`src/hw/rtl/lps_pkg.sv`:
```
// shared types, mode codes, register indexes and helpers for the landing sequencer
package lps_pkg;

	// landing modes
	localparam logic [3:0] MODE_IDLE     = 4'd0;
	localparam logic [3:0] MODE_PRECHECK = 4'd1;
	localparam logic [3:0] MODE_ACQUIRE  = 4'd2;
	localparam logic [3:0] MODE_ALIGN    = 4'd3;
	localparam logic [3:0] MODE_HIGH     = 4'd4;
	localparam logic [3:0] MODE_FIXEDXY  = 4'd5;
	localparam logic [3:0] MODE_REACQ    = 4'd6;
	localparam logic [3:0] MODE_REQUEST  = 4'd7;
	localparam logic [3:0] MODE_DONE     = 4'd8;
	localparam logic [3:0] MODE_ABORT    = 4'd9;
	localparam logic [3:0] MODE_PASSIVE  = 4'd10;

	// register indexes
	localparam logic [2:0] REG_ACQUIRE_STABLE = 3'd0;
	localparam logic [2:0] REG_ALIGN_STABLE   = 3'd1;
	localparam logic [2:0] REG_LOSS_TIMEOUT   = 3'd2;
	localparam logic [2:0] REG_ALIGN_ERROR    = 3'd3;
	localparam logic [2:0] REG_HIGH_ERROR     = 3'd4;
	localparam logic [2:0] REG_HANDOFF_HEIGHT = 3'd5;
	localparam logic [2:0] REG_FIXED_SPEED    = 3'd6;
	localparam logic [2:0] REG_HIGH_SPEED     = 3'd7;

	localparam int CfgIdxW  = 3;
	localparam int CfgDataW = 20;
	localparam int InDataW  = 80;
	localparam int OutDataW = 32;

	// register reset values
	localparam logic [15:0]        RST_ACQUIRE_STABLE = 16'd1000;
	localparam logic [15:0]        RST_ALIGN_STABLE   = 16'd1000;
	localparam logic [15:0]        RST_LOSS_TIMEOUT   = 16'd1000;
	localparam logic [15:0]        RST_ALIGN_ERROR    = 16'd200;
	localparam logic [15:0]        RST_HIGH_ERROR     = 16'd300;
	localparam logic signed [19:0] RST_HANDOFF_HEIGHT = 20'sd500;
	localparam logic [15:0]        RST_FIXED_SPEED    = 16'd300;
	localparam logic [15:0]        RST_HIGH_SPEED     = 16'd500;

	typedef struct packed {
		logic [15:0]        acquire_stable_ms;
		logic [15:0]        align_stable_ms;
		logic [15:0]        loss_timeout_ms;
		logic [15:0]        align_error_mm;
		logic [15:0]        high_align_error_mm;
		logic signed [19:0] handoff_height_mm;
		logic [15:0]        fixed_descent_speed;
		logic [15:0]        high_descent_speed;
	} cfg_t;

	typedef struct packed {
		logic [31:0]        now_ms;
		logic               trigger;
		logic               ap_land_engaged;
		logic               inputs_fresh;
		logic               offboard;
		logic               preflight_pass;
		logic               marker_seen;
		logic [15:0]        horizontal_error_mm;
		logic signed [19:0] marker_height_mm;
		logic               touchdown;
	} item_t;

	typedef struct packed {
		logic [3:0]  landing_mode;
		logic        reset_lock_pulse;
		logic        reset_control_pulse;
		logic        reset_jump_pulse;
		logic [15:0] descent_speed;
		logic        request_land;
		logic        success;
	} res_t;

	typedef struct packed {
		logic        valid;
		logic [31:0] t;
	} stamp_t;

	typedef struct packed {
		logic [3:0] mode;
		stamp_t     visible_since;
		stamp_t     aligned_since;
		stamp_t     loss_since;
		stamp_t     gate_since;
		logic [3:0] gate_mode;
	} state_t;

	localparam stamp_t STAMP_NONE = '{valid: 1'b0, t: 32'd0};

	function automatic stamp_t stamp_at(input logic [31:0] now);
		stamp_t s;
		s.valid = 1'b1;
		s.t     = now;
		return s;
	endfunction

	// wrapping elapsed time against a limit
	function automatic logic held(input stamp_t s, input logic [31:0] now,
		input logic [15:0] lim);
		logic [31:0] d;
		d = now - s.t;
		return d >= {16'd0, lim};
	endfunction

endpackage

```
`src/hw/rtl/lps_step.sv`:
```
// next-state and result logic for one sensor update
module lps_step import lps_pkg::*; (
	input  cfg_t   cfg,
	input  state_t st,
	input  item_t  item,
	output state_t st_nx,
	output res_t   res
);

	logic [15:0] fine_gate;

	assign fine_gate = (cfg.align_error_mm < cfg.high_align_error_mm) ?
		cfg.align_error_mm : cfg.high_align_error_mm;

	always_comb begin
		state_t      nx;
		logic [3:0]  m;
		logic        p_lock;
		logic        p_ctrl;
		logic        p_jump;
		logic        entered;
		logic [15:0] speed;
		logic        above;
		logic        fine_ok;

		nx      = st;
		m       = st.mode;
		p_lock  = 1'b0;
		p_ctrl  = 1'b0;
		p_jump  = 1'b0;
		entered = 1'b0;
		speed   = 16'd0;
		above   = item.marker_height_mm > cfg.handoff_height_mm;
		fine_ok = item.horizontal_error_mm <= fine_gate;

		// trigger dropped or new mission
		if (!item.trigger && (m == MODE_PRECHECK || m == MODE_ACQUIRE ||
			m == MODE_ABORT || m == MODE_PASSIVE || m == MODE_DONE)) begin
			m                = MODE_IDLE;
			nx.visible_since = STAMP_NONE;
			nx.aligned_since = STAMP_NONE;
			nx.loss_since    = STAMP_NONE;
			nx.gate_since    = STAMP_NONE;
			nx.gate_mode     = MODE_IDLE;
			p_lock           = 1'b1;
		end else if (m == MODE_IDLE && item.trigger) begin
			m       = MODE_PRECHECK;
			entered = 1'b1;
		end

		priority if (entered) begin
			// nothing more on the entry step
		end else if (m == MODE_REQUEST && item.ap_land_engaged) begin
			m = MODE_DONE;
		end else if (m != MODE_IDLE && m != MODE_PRECHECK && m != MODE_PASSIVE &&
			m != MODE_DONE && !item.inputs_fresh) begin
			m = MODE_ABORT;
		end else if (m != MODE_IDLE && m != MODE_PASSIVE && m != MODE_DONE &&
			!item.offboard) begin
			m = MODE_PASSIVE;
		end else if (m == MODE_PRECHECK && item.preflight_pass && item.offboard) begin
			m                = MODE_ACQUIRE;
			nx.visible_since = item.marker_seen ? stamp_at(item.now_ms) : STAMP_NONE;
		end else if (m == MODE_ACQUIRE) begin
			priority if (!item.marker_seen) begin
				nx.visible_since = STAMP_NONE;
			end else if (!nx.visible_since.valid) begin
				nx.visible_since = stamp_at(item.now_ms);
			end else if (held(nx.visible_since, item.now_ms, cfg.acquire_stable_ms)) begin
				m                = MODE_ALIGN;
				nx.aligned_since = fine_ok ? stamp_at(item.now_ms) : STAMP_NONE;
			end else begin
			end
		end else if (m == MODE_FIXEDXY) begin
			if (item.touchdown)
				m = MODE_REQUEST;
		end else if (m == MODE_ALIGN || m == MODE_HIGH) begin
			if (!item.marker_seen) begin
				if (!nx.loss_since.valid) begin
					nx.loss_since = stamp_at(item.now_ms);
					p_ctrl        = 1'b1;
				end
				nx.gate_since = STAMP_NONE;
				nx.gate_mode  = MODE_IDLE;
				if (held(nx.loss_since, item.now_ms, cfg.loss_timeout_ms)) begin
					m      = MODE_REACQ;
					p_ctrl = 1'b1;
					p_jump = 1'b1;
				end
			end else begin
				nx.loss_since = STAMP_NONE;
				priority if (!above) begin
					m             = MODE_FIXEDXY;
					nx.gate_since = STAMP_NONE;
					nx.gate_mode  = MODE_IDLE;
				end else if (m == MODE_ALIGN) begin
					priority if (!fine_ok) begin
						nx.aligned_since = STAMP_NONE;
					end else if (!nx.aligned_since.valid) begin
						nx.aligned_since = stamp_at(item.now_ms);
					end else if (held(nx.aligned_since, item.now_ms,
						cfg.align_stable_ms)) begin
						m             = MODE_HIGH;
						nx.gate_mode  = MODE_HIGH;
						nx.gate_since = nx.aligned_since;
					end else begin
					end
				end else begin
					priority if (item.horizontal_error_mm > cfg.high_align_error_mm) begin
						nx.gate_since = STAMP_NONE;
					end else if (nx.gate_mode != m || !nx.gate_since.valid) begin
						nx.gate_mode  = m;
						nx.gate_since = stamp_at(item.now_ms);
					end else begin
					end
				end
			end
		end else if (m == MODE_REACQ) begin
			if (item.marker_seen) begin
				m                = MODE_ALIGN;
				nx.loss_since    = STAMP_NONE;
				nx.aligned_since = fine_ok ? stamp_at(item.now_ms) : STAMP_NONE;
				nx.gate_since    = STAMP_NONE;
				nx.gate_mode     = MODE_IDLE;
				p_ctrl           = 1'b1;
			end
		end else begin
		end

		nx.mode = m;

		// commanded descent speed
		priority if (m == MODE_FIXEDXY) begin
			speed = cfg.fixed_descent_speed;
		end else if (m == MODE_HIGH && item.marker_seen && above &&
			item.horizontal_error_mm <= cfg.high_align_error_mm &&
			nx.gate_mode == m && nx.gate_since.valid &&
			held(nx.gate_since, item.now_ms, cfg.align_stable_ms)) begin
			speed = cfg.high_descent_speed;
		end else begin
			speed = 16'd0;
		end

		st_nx                   = nx;
		res.landing_mode        = m;
		res.reset_lock_pulse    = p_lock;
		res.reset_control_pulse = p_ctrl;
		res.reset_jump_pulse    = p_jump;
		res.descent_speed       = speed;
		res.request_land        = (m == MODE_REQUEST);
		res.success             = (m == MODE_DONE);
	end

endmodule

```
`src/hw/rtl/landing_phase_sequencer.sv`:
```
// landing phase sequencer top level: input register, step logic, result register
//
// channel  | dir | handshake         | payload
// s_*      | in  | s_tvalid/s_tready | s_tdata: one sensor update word
// m_*      | out | m_tvalid/m_tready | m_tdata: one mode/command word per update
// cfg_*    | in  | cfg_we            | cfg_index, cfg_data: register write
//
// a word taken into the input register is stepped into the result register when
// the result register is free or being drained, and its result is offered on m_*
// one update per cycle sustained while m_tready is high; the mode and since-time
// registers close the loop via the step logic, so consecutive words chain directly
// arst_n clears mode, since-times, valids and the registers to their defaults
// a stalled result holds in the result register while the input register still
// takes one more word; s_tready drops only when both are full and m_tready is low
module landing_phase_sequencer import lps_pkg::*; (
	input  logic                clk,
	input  logic                arst_n,
	// slave side
	input  logic                s_tvalid,
	output logic                s_tready,
	// [31:0] now_ms, [32] trigger, [33] ap_land_engaged, [34] inputs_fresh,
	// [35] offboard, [36] preflight_pass, [37] marker_seen,
	// [53:38] horizontal_error_mm, [73:54] marker_height_mm,
	// [74] touchdown, [79:75] zero
	input  logic [InDataW-1:0]  s_tdata,
	// master side
	output logic                m_tvalid,
	input  logic                m_tready,
	// [3:0] landing_mode, [4] reset_lock_pulse, [5] reset_control_pulse,
	// [6] reset_jump_pulse, [22:7] descent_speed, [23] request_land,
	// [24] success, [31:25] zero
	output logic [OutDataW-1:0] m_tdata,
	// configuration writes
	input  logic                cfg_we,
	input  logic [CfgIdxW-1:0]  cfg_index,
	input  logic [CfgDataW-1:0] cfg_data
);

	cfg_t   cfg_q;
	state_t st_q;
	state_t st_nx;
	item_t  item_in;
	item_t  item_s1;
	logic   valid_s1;
	res_t   res_nx;
	res_t   res_s2;
	logic   valid_s2;
	logic   adv;

	// unpack the incoming word
	assign item_in.now_ms              = s_tdata[31:0];
	assign item_in.trigger             = s_tdata[32];
	assign item_in.ap_land_engaged     = s_tdata[33];
	assign item_in.inputs_fresh        = s_tdata[34];
	assign item_in.offboard            = s_tdata[35];
	assign item_in.preflight_pass      = s_tdata[36];
	assign item_in.marker_seen         = s_tdata[37];
	assign item_in.horizontal_error_mm = s_tdata[53:38];
	assign item_in.marker_height_mm    = s_tdata[73:54];
	assign item_in.touchdown           = s_tdata[74];

	// step fires when the result register is free or being drained
	assign adv      = valid_s1 && (!valid_s2 || m_tready);
	assign s_tready = !valid_s1 || adv;

	// configuration registers
	always_ff @(posedge clk or negedge arst_n) begin
		if (!arst_n) begin
			cfg_q.acquire_stable_ms   <= RST_ACQUIRE_STABLE;
			cfg_q.align_stable_ms     <= RST_ALIGN_STABLE;
			cfg_q.loss_timeout_ms     <= RST_LOSS_TIMEOUT;
			cfg_q.align_error_mm      <= RST_ALIGN_ERROR;
			cfg_q.high_align_error_mm <= RST_HIGH_ERROR;
			cfg_q.handoff_height_mm   <= RST_HANDOFF_HEIGHT;
			cfg_q.fixed_descent_speed <= RST_FIXED_SPEED;
			cfg_q.high_descent_speed  <= RST_HIGH_SPEED;
		end else if (cfg_we) begin
			unique case (cfg_index)
				REG_ACQUIRE_STABLE: cfg_q.acquire_stable_ms   <= cfg_data[15:0];
				REG_ALIGN_STABLE:   cfg_q.align_stable_ms     <= cfg_data[15:0];
				REG_LOSS_TIMEOUT:   cfg_q.loss_timeout_ms     <= cfg_data[15:0];
				REG_ALIGN_ERROR:    cfg_q.align_error_mm      <= cfg_data[15:0];
				REG_HIGH_ERROR:     cfg_q.high_align_error_mm <= cfg_data[15:0];
				REG_HANDOFF_HEIGHT: cfg_q.handoff_height_mm   <= cfg_data[19:0];
				REG_FIXED_SPEED:    cfg_q.fixed_descent_speed <= cfg_data[15:0];
				REG_HIGH_SPEED:     cfg_q.high_descent_speed  <= cfg_data[15:0];
				default: ;
			endcase
		end
	end

	// input register
	always_ff @(posedge clk or negedge arst_n) begin
		if (!arst_n) begin
			valid_s1 <= 1'b0;
		end else if (s_tvalid && s_tready) begin
			valid_s1 <= 1'b1;
		end else if (adv) begin
			valid_s1 <= 1'b0;
		end
	end

	always_ff @(posedge clk) begin
		if (s_tvalid && s_tready)
			item_s1 <= item_in;
	end

	lps_step u_step (
		.cfg   (cfg_q),
		.st    (st_q),
		.item  (item_s1),
		.st_nx (st_nx),
		.res   (res_nx)
	);

	// sequencer state, updated once per stepped word
	always_ff @(posedge clk or negedge arst_n) begin
		if (!arst_n) begin
			st_q.mode          <= MODE_IDLE;
			st_q.visible_since <= STAMP_NONE;
			st_q.aligned_since <= STAMP_NONE;
			st_q.loss_since    <= STAMP_NONE;
			st_q.gate_since    <= STAMP_NONE;
			st_q.gate_mode     <= MODE_IDLE;
		end else if (adv) begin
			st_q <= st_nx;
		end
	end

	// result register
	always_ff @(posedge clk or negedge arst_n) begin
		if (!arst_n) begin
			valid_s2 <= 1'b0;
		end else if (adv) begin
			valid_s2 <= 1'b1;
		end else if (m_tready) begin
			valid_s2 <= 1'b0;
		end
	end

	always_ff @(posedge clk) begin
		if (adv)
			res_s2 <= res_nx;
	end

	assign m_tvalid = valid_s2;
	assign m_tdata  = {7'd0, res_s2.success, res_s2.request_land, res_s2.descent_speed,
		res_s2.reset_jump_pulse, res_s2.reset_control_pulse, res_s2.reset_lock_pulse,
		res_s2.landing_mode};

endmodule

```
`config.mk`:
```
export PLATFORM = sky130hd
export DESIGN_NAME = landing_phase_sequencer
export DESIGN_NICKNAME = d
export VERILOG_FILES = /design/src/hw/rtl/lps_pkg.sv /design/src/hw/rtl/lps_step.sv /design/src/hw/rtl/landing_phase_sequencer.sv
export SDC_FILE = /design/constraint.sdc
export NUM_CORES = 1
export LEC_CHECK = 0
export ABC_AREA = 1
export BUFFER_PORTS_ARGS = -buffer_cell sky130_fd_sc_hd__buf_2
export CAP_MARGIN = 20
export CORE_MARGIN = 5
export CORE_UTILIZATION = 40
export DETAILED_ROUTE_END_ITERATION = 8
export GPL_ROUTABILITY_DRIVEN = 0
export SYNTH_ARGS = -nofsm -noshare
export SYNTH_HDL_FRONTEND = slang
export SYNTH_SLANG_ARGS = --single-unit
```
`constraint.sdc`:
```
create_clock -name clk -period 15.1 [get_ports clk]
set_clock_uncertainty 0.15 [all_clocks]
set_input_delay 0 -clock clk [delete_from_list [all_inputs] [get_ports clk]]
set_output_delay 0 -clock clk [all_outputs]
set_load 0.02 [all_outputs]
```
==> impl_metrics.toml, run 1 <==
[worst_setup_path]
r2r_slack_ns = 3.54
worst_path_largest_cell_delay_ns = 0.68
worstSetupEndpoint = "m_tdata[19]"
path_common_cell = "nand2_1"
critical_path_arrival_ns = 11.78
crit-reg2reg-capture = "m_tdata[19]"
crit_type = "reg2reg"
timing.critical_path.to_type = "flip-flop"
critical_path.slowest_cell = "nor4_1"
r2r-start = "st_q[139]"
crit_fanout = 56
startpoint_type = "flip-flop"
cp_data_required_time_ns = 15.32
number_of_cell_instances_on_the_worst_register_to_register_path = 59
critical_path.startpoint = "st_q[139]"

[sta]
timing.final.max_slew_violations = 0
final.period_utilization = 0.765
finalSetupViolations = 0
fmax_mhz = 86.5
tightestPinTransition_ns = 1.06
rsz_0062_raised_after_global_routing = "false"
finalSetupTns_ns = 0
hold_viol_final = 0
max-slew-margin-rel = 0.291
layout_min_cycle_time_ns = 11.56

[finish]
fill_cells = 7907
utilization = 0.469
area_of_combinational_cells_with_multiple_inputs_um2 = 18300
mostFrequentLayoutCell = "nand2_1"
area.sequential_um2 = 9910
top_library_cells_by_usage_in_the_layout_fill_and_taps_aside = "nand2_1 (1173), inv_1 (560), o21ai_0 (407), a21oi_1 (330), nor2_1 (322)"
syn2layout_area_growth_pct = 16.4
final_cells = 5766
num-nets-final = 5056
share_of_final_layout_standard_cells_stronger_than_drive_strength_1 = 0.0853

[synth]
synth_mux_area_frac = 0
dominant_combinational_cell_family_by_area_after_synthesis = "simple AND/OR/NAND/NOR gates"
yosys_most_used_dff = "dfrtp_1"
yosys_warnings = 0
synth-seq-cells = 374
synthSimpleGateAreaFrac = 0.257
synthesis.area_um2 = 31100
ys_seq_area_frac = 0.318
synth_edf_count = 100
synthXorXnorAreaFrac = 0.0233
post_synth_num_cell_types = 81
share_of_flip_flops_with_an_asynchronous_set_or_reset_after_synthesis = 0.733
postSynthAreaPerCell_um2 = 7.01
synth_cells = 4440
synth_area_in_adders = 0.107
synth_compound_area_frac = 0.200

[clock_tree]
cts_setup_buffers = 0
insertion_delay_ns = 0.62
cts.clk_slew.worst_paths_ns = 0.06
cts_resized = 0
library_cell_used_as_clock_root_buffer = "clkbuf_16"
cts_made_buffers = 47
cts_hold_buffers = 184
cts.htree.levels = 2
tritoncts = "yes"
cts-root-to-sink-buffers = 3
cts.sink_count = 374

[place]
cell_total_after_placement = 5489
port-buffer-count = 129
place_hpwl_um = 80700

[power_and_ir_drop]
pwr-share-clk = 0.163
power.sequential.fraction = 0.205
switchingPower_mw = 3.68
internal_power_mw = 3.45
power_frac_comb = 0.632
fraction_of_power_spent_switching_nets = 0.517
vdd_ir_drop_max_uv = 117
power.density_nw_per_um2 = 197
power.static_leakage_nw = 17.4

[worst_hold_path]
worstHoldPathType = "in2reg"

[detailed_routing]
routed_wire_length_per_instance_um = 19.7
vias_per_cell = 5.53
drc = 0
drt_wl_total_um = 113000
drtIter0Drc = 2908
number_of_vias_after_detailed_routing = 31900
antenna_left = 0
drt_pass1_iterations = 6

[global_route]
grt_overflow_total = 0
initial_antenna_violation_count = 1
grt_pass1_vias = 30000
grtUsageTotal = 0.262
grt_first_pass_wirelength_um = 172000
grt_start_max_net_pins = 77

[floorplanning]
floorplan.core_area_um2 = 77300
io_pins = 142
die-area_um2 = 83500
initial_utilization = 0.403
die-height_um = 289
floorplan.die.width_um = 289
rows = 102

[status]
status = "complete, no violations"

[run]
maxCapViolCount = 0
==> cell families (layout without fill, tap and decap cells) <==
group,Yosys count,count (layout)
AOI/OAI and AO/OA,1076,1076
xor gates and xnor gates,82,82
adders and majority gates,263,263
buffers and inverters,762,1040
DFF,374,374
other,1,9
and+or+nand+nor,1882,1882
==> final cells by class <==
class,count,share of cell area
Multi-Input combinational cell,3310,0.506
Sequential cell,374,0.273
Timing Repair Buffer,359,0.0795
Inverter,593,0.0618
Clock buffer,64,0.0365
Tap cell,1040,0.0359
Clock inverter,24,0.00721
Antenna cell,2,0.000138
==> metrics by stage <==
step	instance area [um^2]	total power [mW]	hold WS, ns	worst slack (ns)
finish	36200	7.13	0.00786	3.54
CTS	36200	7.07	0.000217	3.81
global placement	32800	5.77	-0.0511	3.87
floorplan	31200	4.65	-0.446	6.74
global route	36200	7.70	0.0188	2.84
detailed placement	32800	5.83	-0.0630	3.85
==> synth_stat cells (24+ instances only) <==
cell,instances,share of area
nor3_1,50,0.0080
ha_1,259,0.10
o21ai_0,407,0.065
nor2_1,325,0.039
o211ai_1,48,0.012
o22ai_1,62,0.012
clkbuf_1,123,0.015
dfrtp_1,233,0.19
a31oi_1,38,0.0076
nand4_1,51,0.010
o21ai_1,24,0.0039
inv_1,562,0.068
a21oi_1,330,0.053
xor2_1,59,0.017
nand3_1,189,0.030
edfxtp_1,100,0.096
dfstp_2,41,0.035
nand2_1,1175,0.14
==> power by group through the flow <==
stage          logic, mW  registers, mW  clock network [mW]
2_1_floorplan       3.20           1.45                   0
3_3_place_gp        4.30           1.47                   0
3_5_place_dp        4.36           1.47                   0
4_1_cts             4.42           1.46                1.19
5_1_grt             4.99           1.49                1.23
6_report            4.50           1.46                1.17
==> worst max-delay path: cells and delay by family (launching register included) <==
kind                       cells  cell delay (ns)
and+or+nand+nor               33             4.61
AOI/OAI and AO/OA             12             2.09
buffers and inverters          7             1.82
adders and majority gates      5             1.72
DFF                            1             0.45
xor gates and xnor gates       2             0.36
==> worst min-delay path by stage <==
stage / startpoint / end / slack, ns / cells past startpoint
2_1_floorplan: arst_n / cfg_q[0] / -0.45 / 0
3_3_place_gp: arst_n / cfg_q[47] / -0.05 / 1
3_5_place_dp: arst_n / cfg_q[47] / -0.06 / 1
4_1_cts: s_tdata[25] / item_s1[68] / 0.0002 / 2
5_1_grt: s_tdata[25] / item_s1[68] / 0.02 / 2
6_report: s_tdata[25] / item_s1[68] / 0.008 / 2
==> flip-flops by register name (all words and copies together) (netlist names) <==
| signal | cells |
|---|---|
| st_q | 140 |
| cfg_q | 132 |
| item_s1 | 75 |
| m_tdata | 25 |
| m_tvalid | 1 |
| valid_s1 | 1 |
==> layer usage <==
| metal | routed length [um] | GRT usage | up-vias |
|---|---|---|---|
| li1 | - | - | 15400 |
| met1 | 47900 | 0.345 | 14900 |
| met2 | 51900 | 0.434 | 1304 |
| met3 | 8970 | 0.0419 | 261 |
| met4 | 4560 | 0.0977 | 0 |
| met5 | 0 | 0 | - |
Power figures use the tool's default switching activity.
==> inputs of run 2 (changes only) <==
clock period = 9.95 ns   (was 15.1 ns; I/O delays follow)
==> run 2 against run 1 <==
Effect of this change: the flow now finishes with violations (negative hold slack); non-clock buffer count increased by 31; worst hold slack got worse by 0.012 ns; register-to-register slack got worse by 2.7 ns; highest routed layer is now met5.
==> impl_metrics.toml, run 2 (synthesis results as in run 1) <==
[detailed_routing]
number_of_vias_after_detailed_routing = 32000
routed_wire_length_per_instance_um = 19.7
drtIter0Drc = 3101
drc = 0
vias_per_cell = 5.51
drt_pass1_iterations = 9
antenna_left = 0
drt_wl_total_um = 114000

[worst_setup_path]
startpoint_type = "flip-flop"
critical_path.slowest_cell = "dfrtp_1"
critical_path_arrival_ns = 9.30
number_of_cell_instances_on_the_worst_register_to_register_path = 58
r2r_slack_ns = 0.86
worst_path_largest_cell_delay_ns = 0.45
r2r-start = "st_q[137]"
cp_data_required_time_ns = 10.16
crit_fanout = 19
critical_path.startpoint = "st_q[137]"
crit-reg2reg-capture = "m_tdata[17]"
path_common_cell = "nand2_1"
timing.critical_path.to_type = "flip-flop"
crit_type = "reg2reg"

[sta]
hold_viol_final = 2
layout_min_cycle_time_ns = 9.09
max-slew-margin-rel = 0.320
tightestPinTransition_ns = 1.02
rsz_0062_raised_after_global_routing = "false"
final.period_utilization = 0.914
timing.final.max_slew_violations = 0
finalSetupTns_ns = 0
tightest_hold_margin_ns = -0.00384
fmax_mhz = 110
finalSetupViolations = 0

[clock_tree]
cts.htree.levels = 2
cts-root-to-sink-buffers = 3
tritoncts = "yes"
cts.sink_count = 374
cts.clk_slew.worst_paths_ns = 0.06
library_cell_used_as_clock_root_buffer = "clkbuf_16"
cts_made_buffers = 48
insertion_delay_ns = 0.61

[finish]
fill_cells = 7873
flip_flop_count_of_the_largest_register_after_layout = 140
share_of_final_layout_standard_cells_stronger_than_drive_strength_1 = 0.0952
syn2layout_area_growth_pct = 17.7
top_library_cells_by_usage_in_the_layout_fill_and_taps_aside = "nand2_1 (1166), inv_1 (560), o21ai_0 (406), a21oi_1 (329), nor2_1 (322)"
final_cells = 5798
top_register = "st_q"
num-nets-final = 5088
area_of_combinational_cells_with_multiple_inputs_um2 = 18400
mostFrequentLayoutCell = "nand2_1"
area.sequential_um2 = 9910
largestRegisters = "st_q x140, cfg_q x132, item_s1 x75"

[worst_hold_path]
holdCritStartpoint = "cfg_we"
end_of_the_worst_hold_path = "cfg_q[70]"
worstHoldPathType = "in2reg"
whs_path_depth = 5

[global_route]
grt_overflow_total = 0
grtUsageMet1 = 0.352
globalRouteMet3Util = 0.0408
global_route_layer_with_the_greatest_usage = "met2"
grtUsageMet2 = 0.439
grt_start_max_net_pins = 151
grtUsageTotal = 0.265
grt_pass1_vias = 30400
initial_antenna_violation_count = 3
grt_first_pass_wirelength_um = 174000

[floorplanning]
die-height_um = 289
floorplan.core_area_um2 = 77300
floorplan.die.width_um = 289
initial_utilization = 0.403
io_pins = 142
die-area_um2 = 83500
rows = 102

[status]
status = "finished, violations left"
failed_checks = "negative hold slack"

[place]
cell_total_after_placement = 5518
place_hpwl_um = 83300
port-buffer-count = 129

[run]
maxCapViolCount = 0

[power_and_ir_drop]
power.density_nw_per_um2 = 300
total_power_mw = 11.0
power.static_leakage_nw = 17.6
vdd_ir_drop_max_uv = 183
run 2: power by group:
part	leakage (nW)	switching, mW	total [mW]	internal [mW]
registers	4.33	0.255	2.23	1.98
clock network	0.781	0.748	1.81	1.06
logic	12.5	4.61	6.94	2.34
run 2: cell type report:
| type | count | share of cell area |
|---|---|---|
| Antenna cell | 2 | 0.000137 |
| Clock buffer | 66 | 0.0368 |
| Clock inverter | 23 | 0.00751 |
| Inverter | 593 | 0.0612 |
| Multi-Input combinational cell | 3310 | 0.503 |
| Sequential cell | 374 | 0.270 |
| Tap cell | 1040 | 0.0355 |
| Timing Repair Buffer | 390 | 0.0857 |
run 2: critical path: cells and delay by family, from the launching register on:
kind / cells / cell delay [ns]
fa+ha+maj: 4 / 1.30
simple gates: 36 / 4.11
xor+xnor: 2 / 0.33
flops: 1 / 0.45
buf+inv: 6 / 0.66
compound gates: 10 / 1.81
run 2: metrics by stage:
stage | setup WS, ns | instance area, um^2 | hold slack (ns) | util
floorplan | 1.59 | 31200 | -0.446 | -
global placement | 0.814 | 33000 | -0.147 | 0.427
detailed placement | 0.718 | 33000 | -0.146 | 0.427
CTS | 0.711 | 36500 | 0.00904 | 0.472
global route | 0.0598 | 36600 | 0.0101 | 0.474
finish | 0.857 | 36600 | -0.00384 | 0.474
run 2: timing repair:
item,in CTS,in global routing
gates resized for setup,0,23
hold buffers,185,0
endpoints found under the setup margin,0,16
hold endpoints to repair,407,0
setup buffers,0,1
run 2: metal layers:
layer | wire, um | up-vias | share of wire
li1 | - | 15500 | -
met1 | 48300 | 14900 | 0.42
met2 | 52100 | 1321 | 0.46
met3 | 8820 | 272 | 0.077
met4 | 5040 | 2 | 0.044
met5 | 13 | - | 0.00011
run 2: how the worst max path moves through the flow:
stage | end | slack (ns) | cells past startpoint
after floorplan | m_tdata[12] | 1.59 | 62
after global placement | m_tdata[15] | 0.81 | 63
after detailed placement | m_tdata[17] | 0.72 | 62
after CTS | m_tdata[17] | 0.71 | 62
after global routing | m_tdata[22] | 0.06 | 62
final | m_tdata[17] | 0.86 | 58
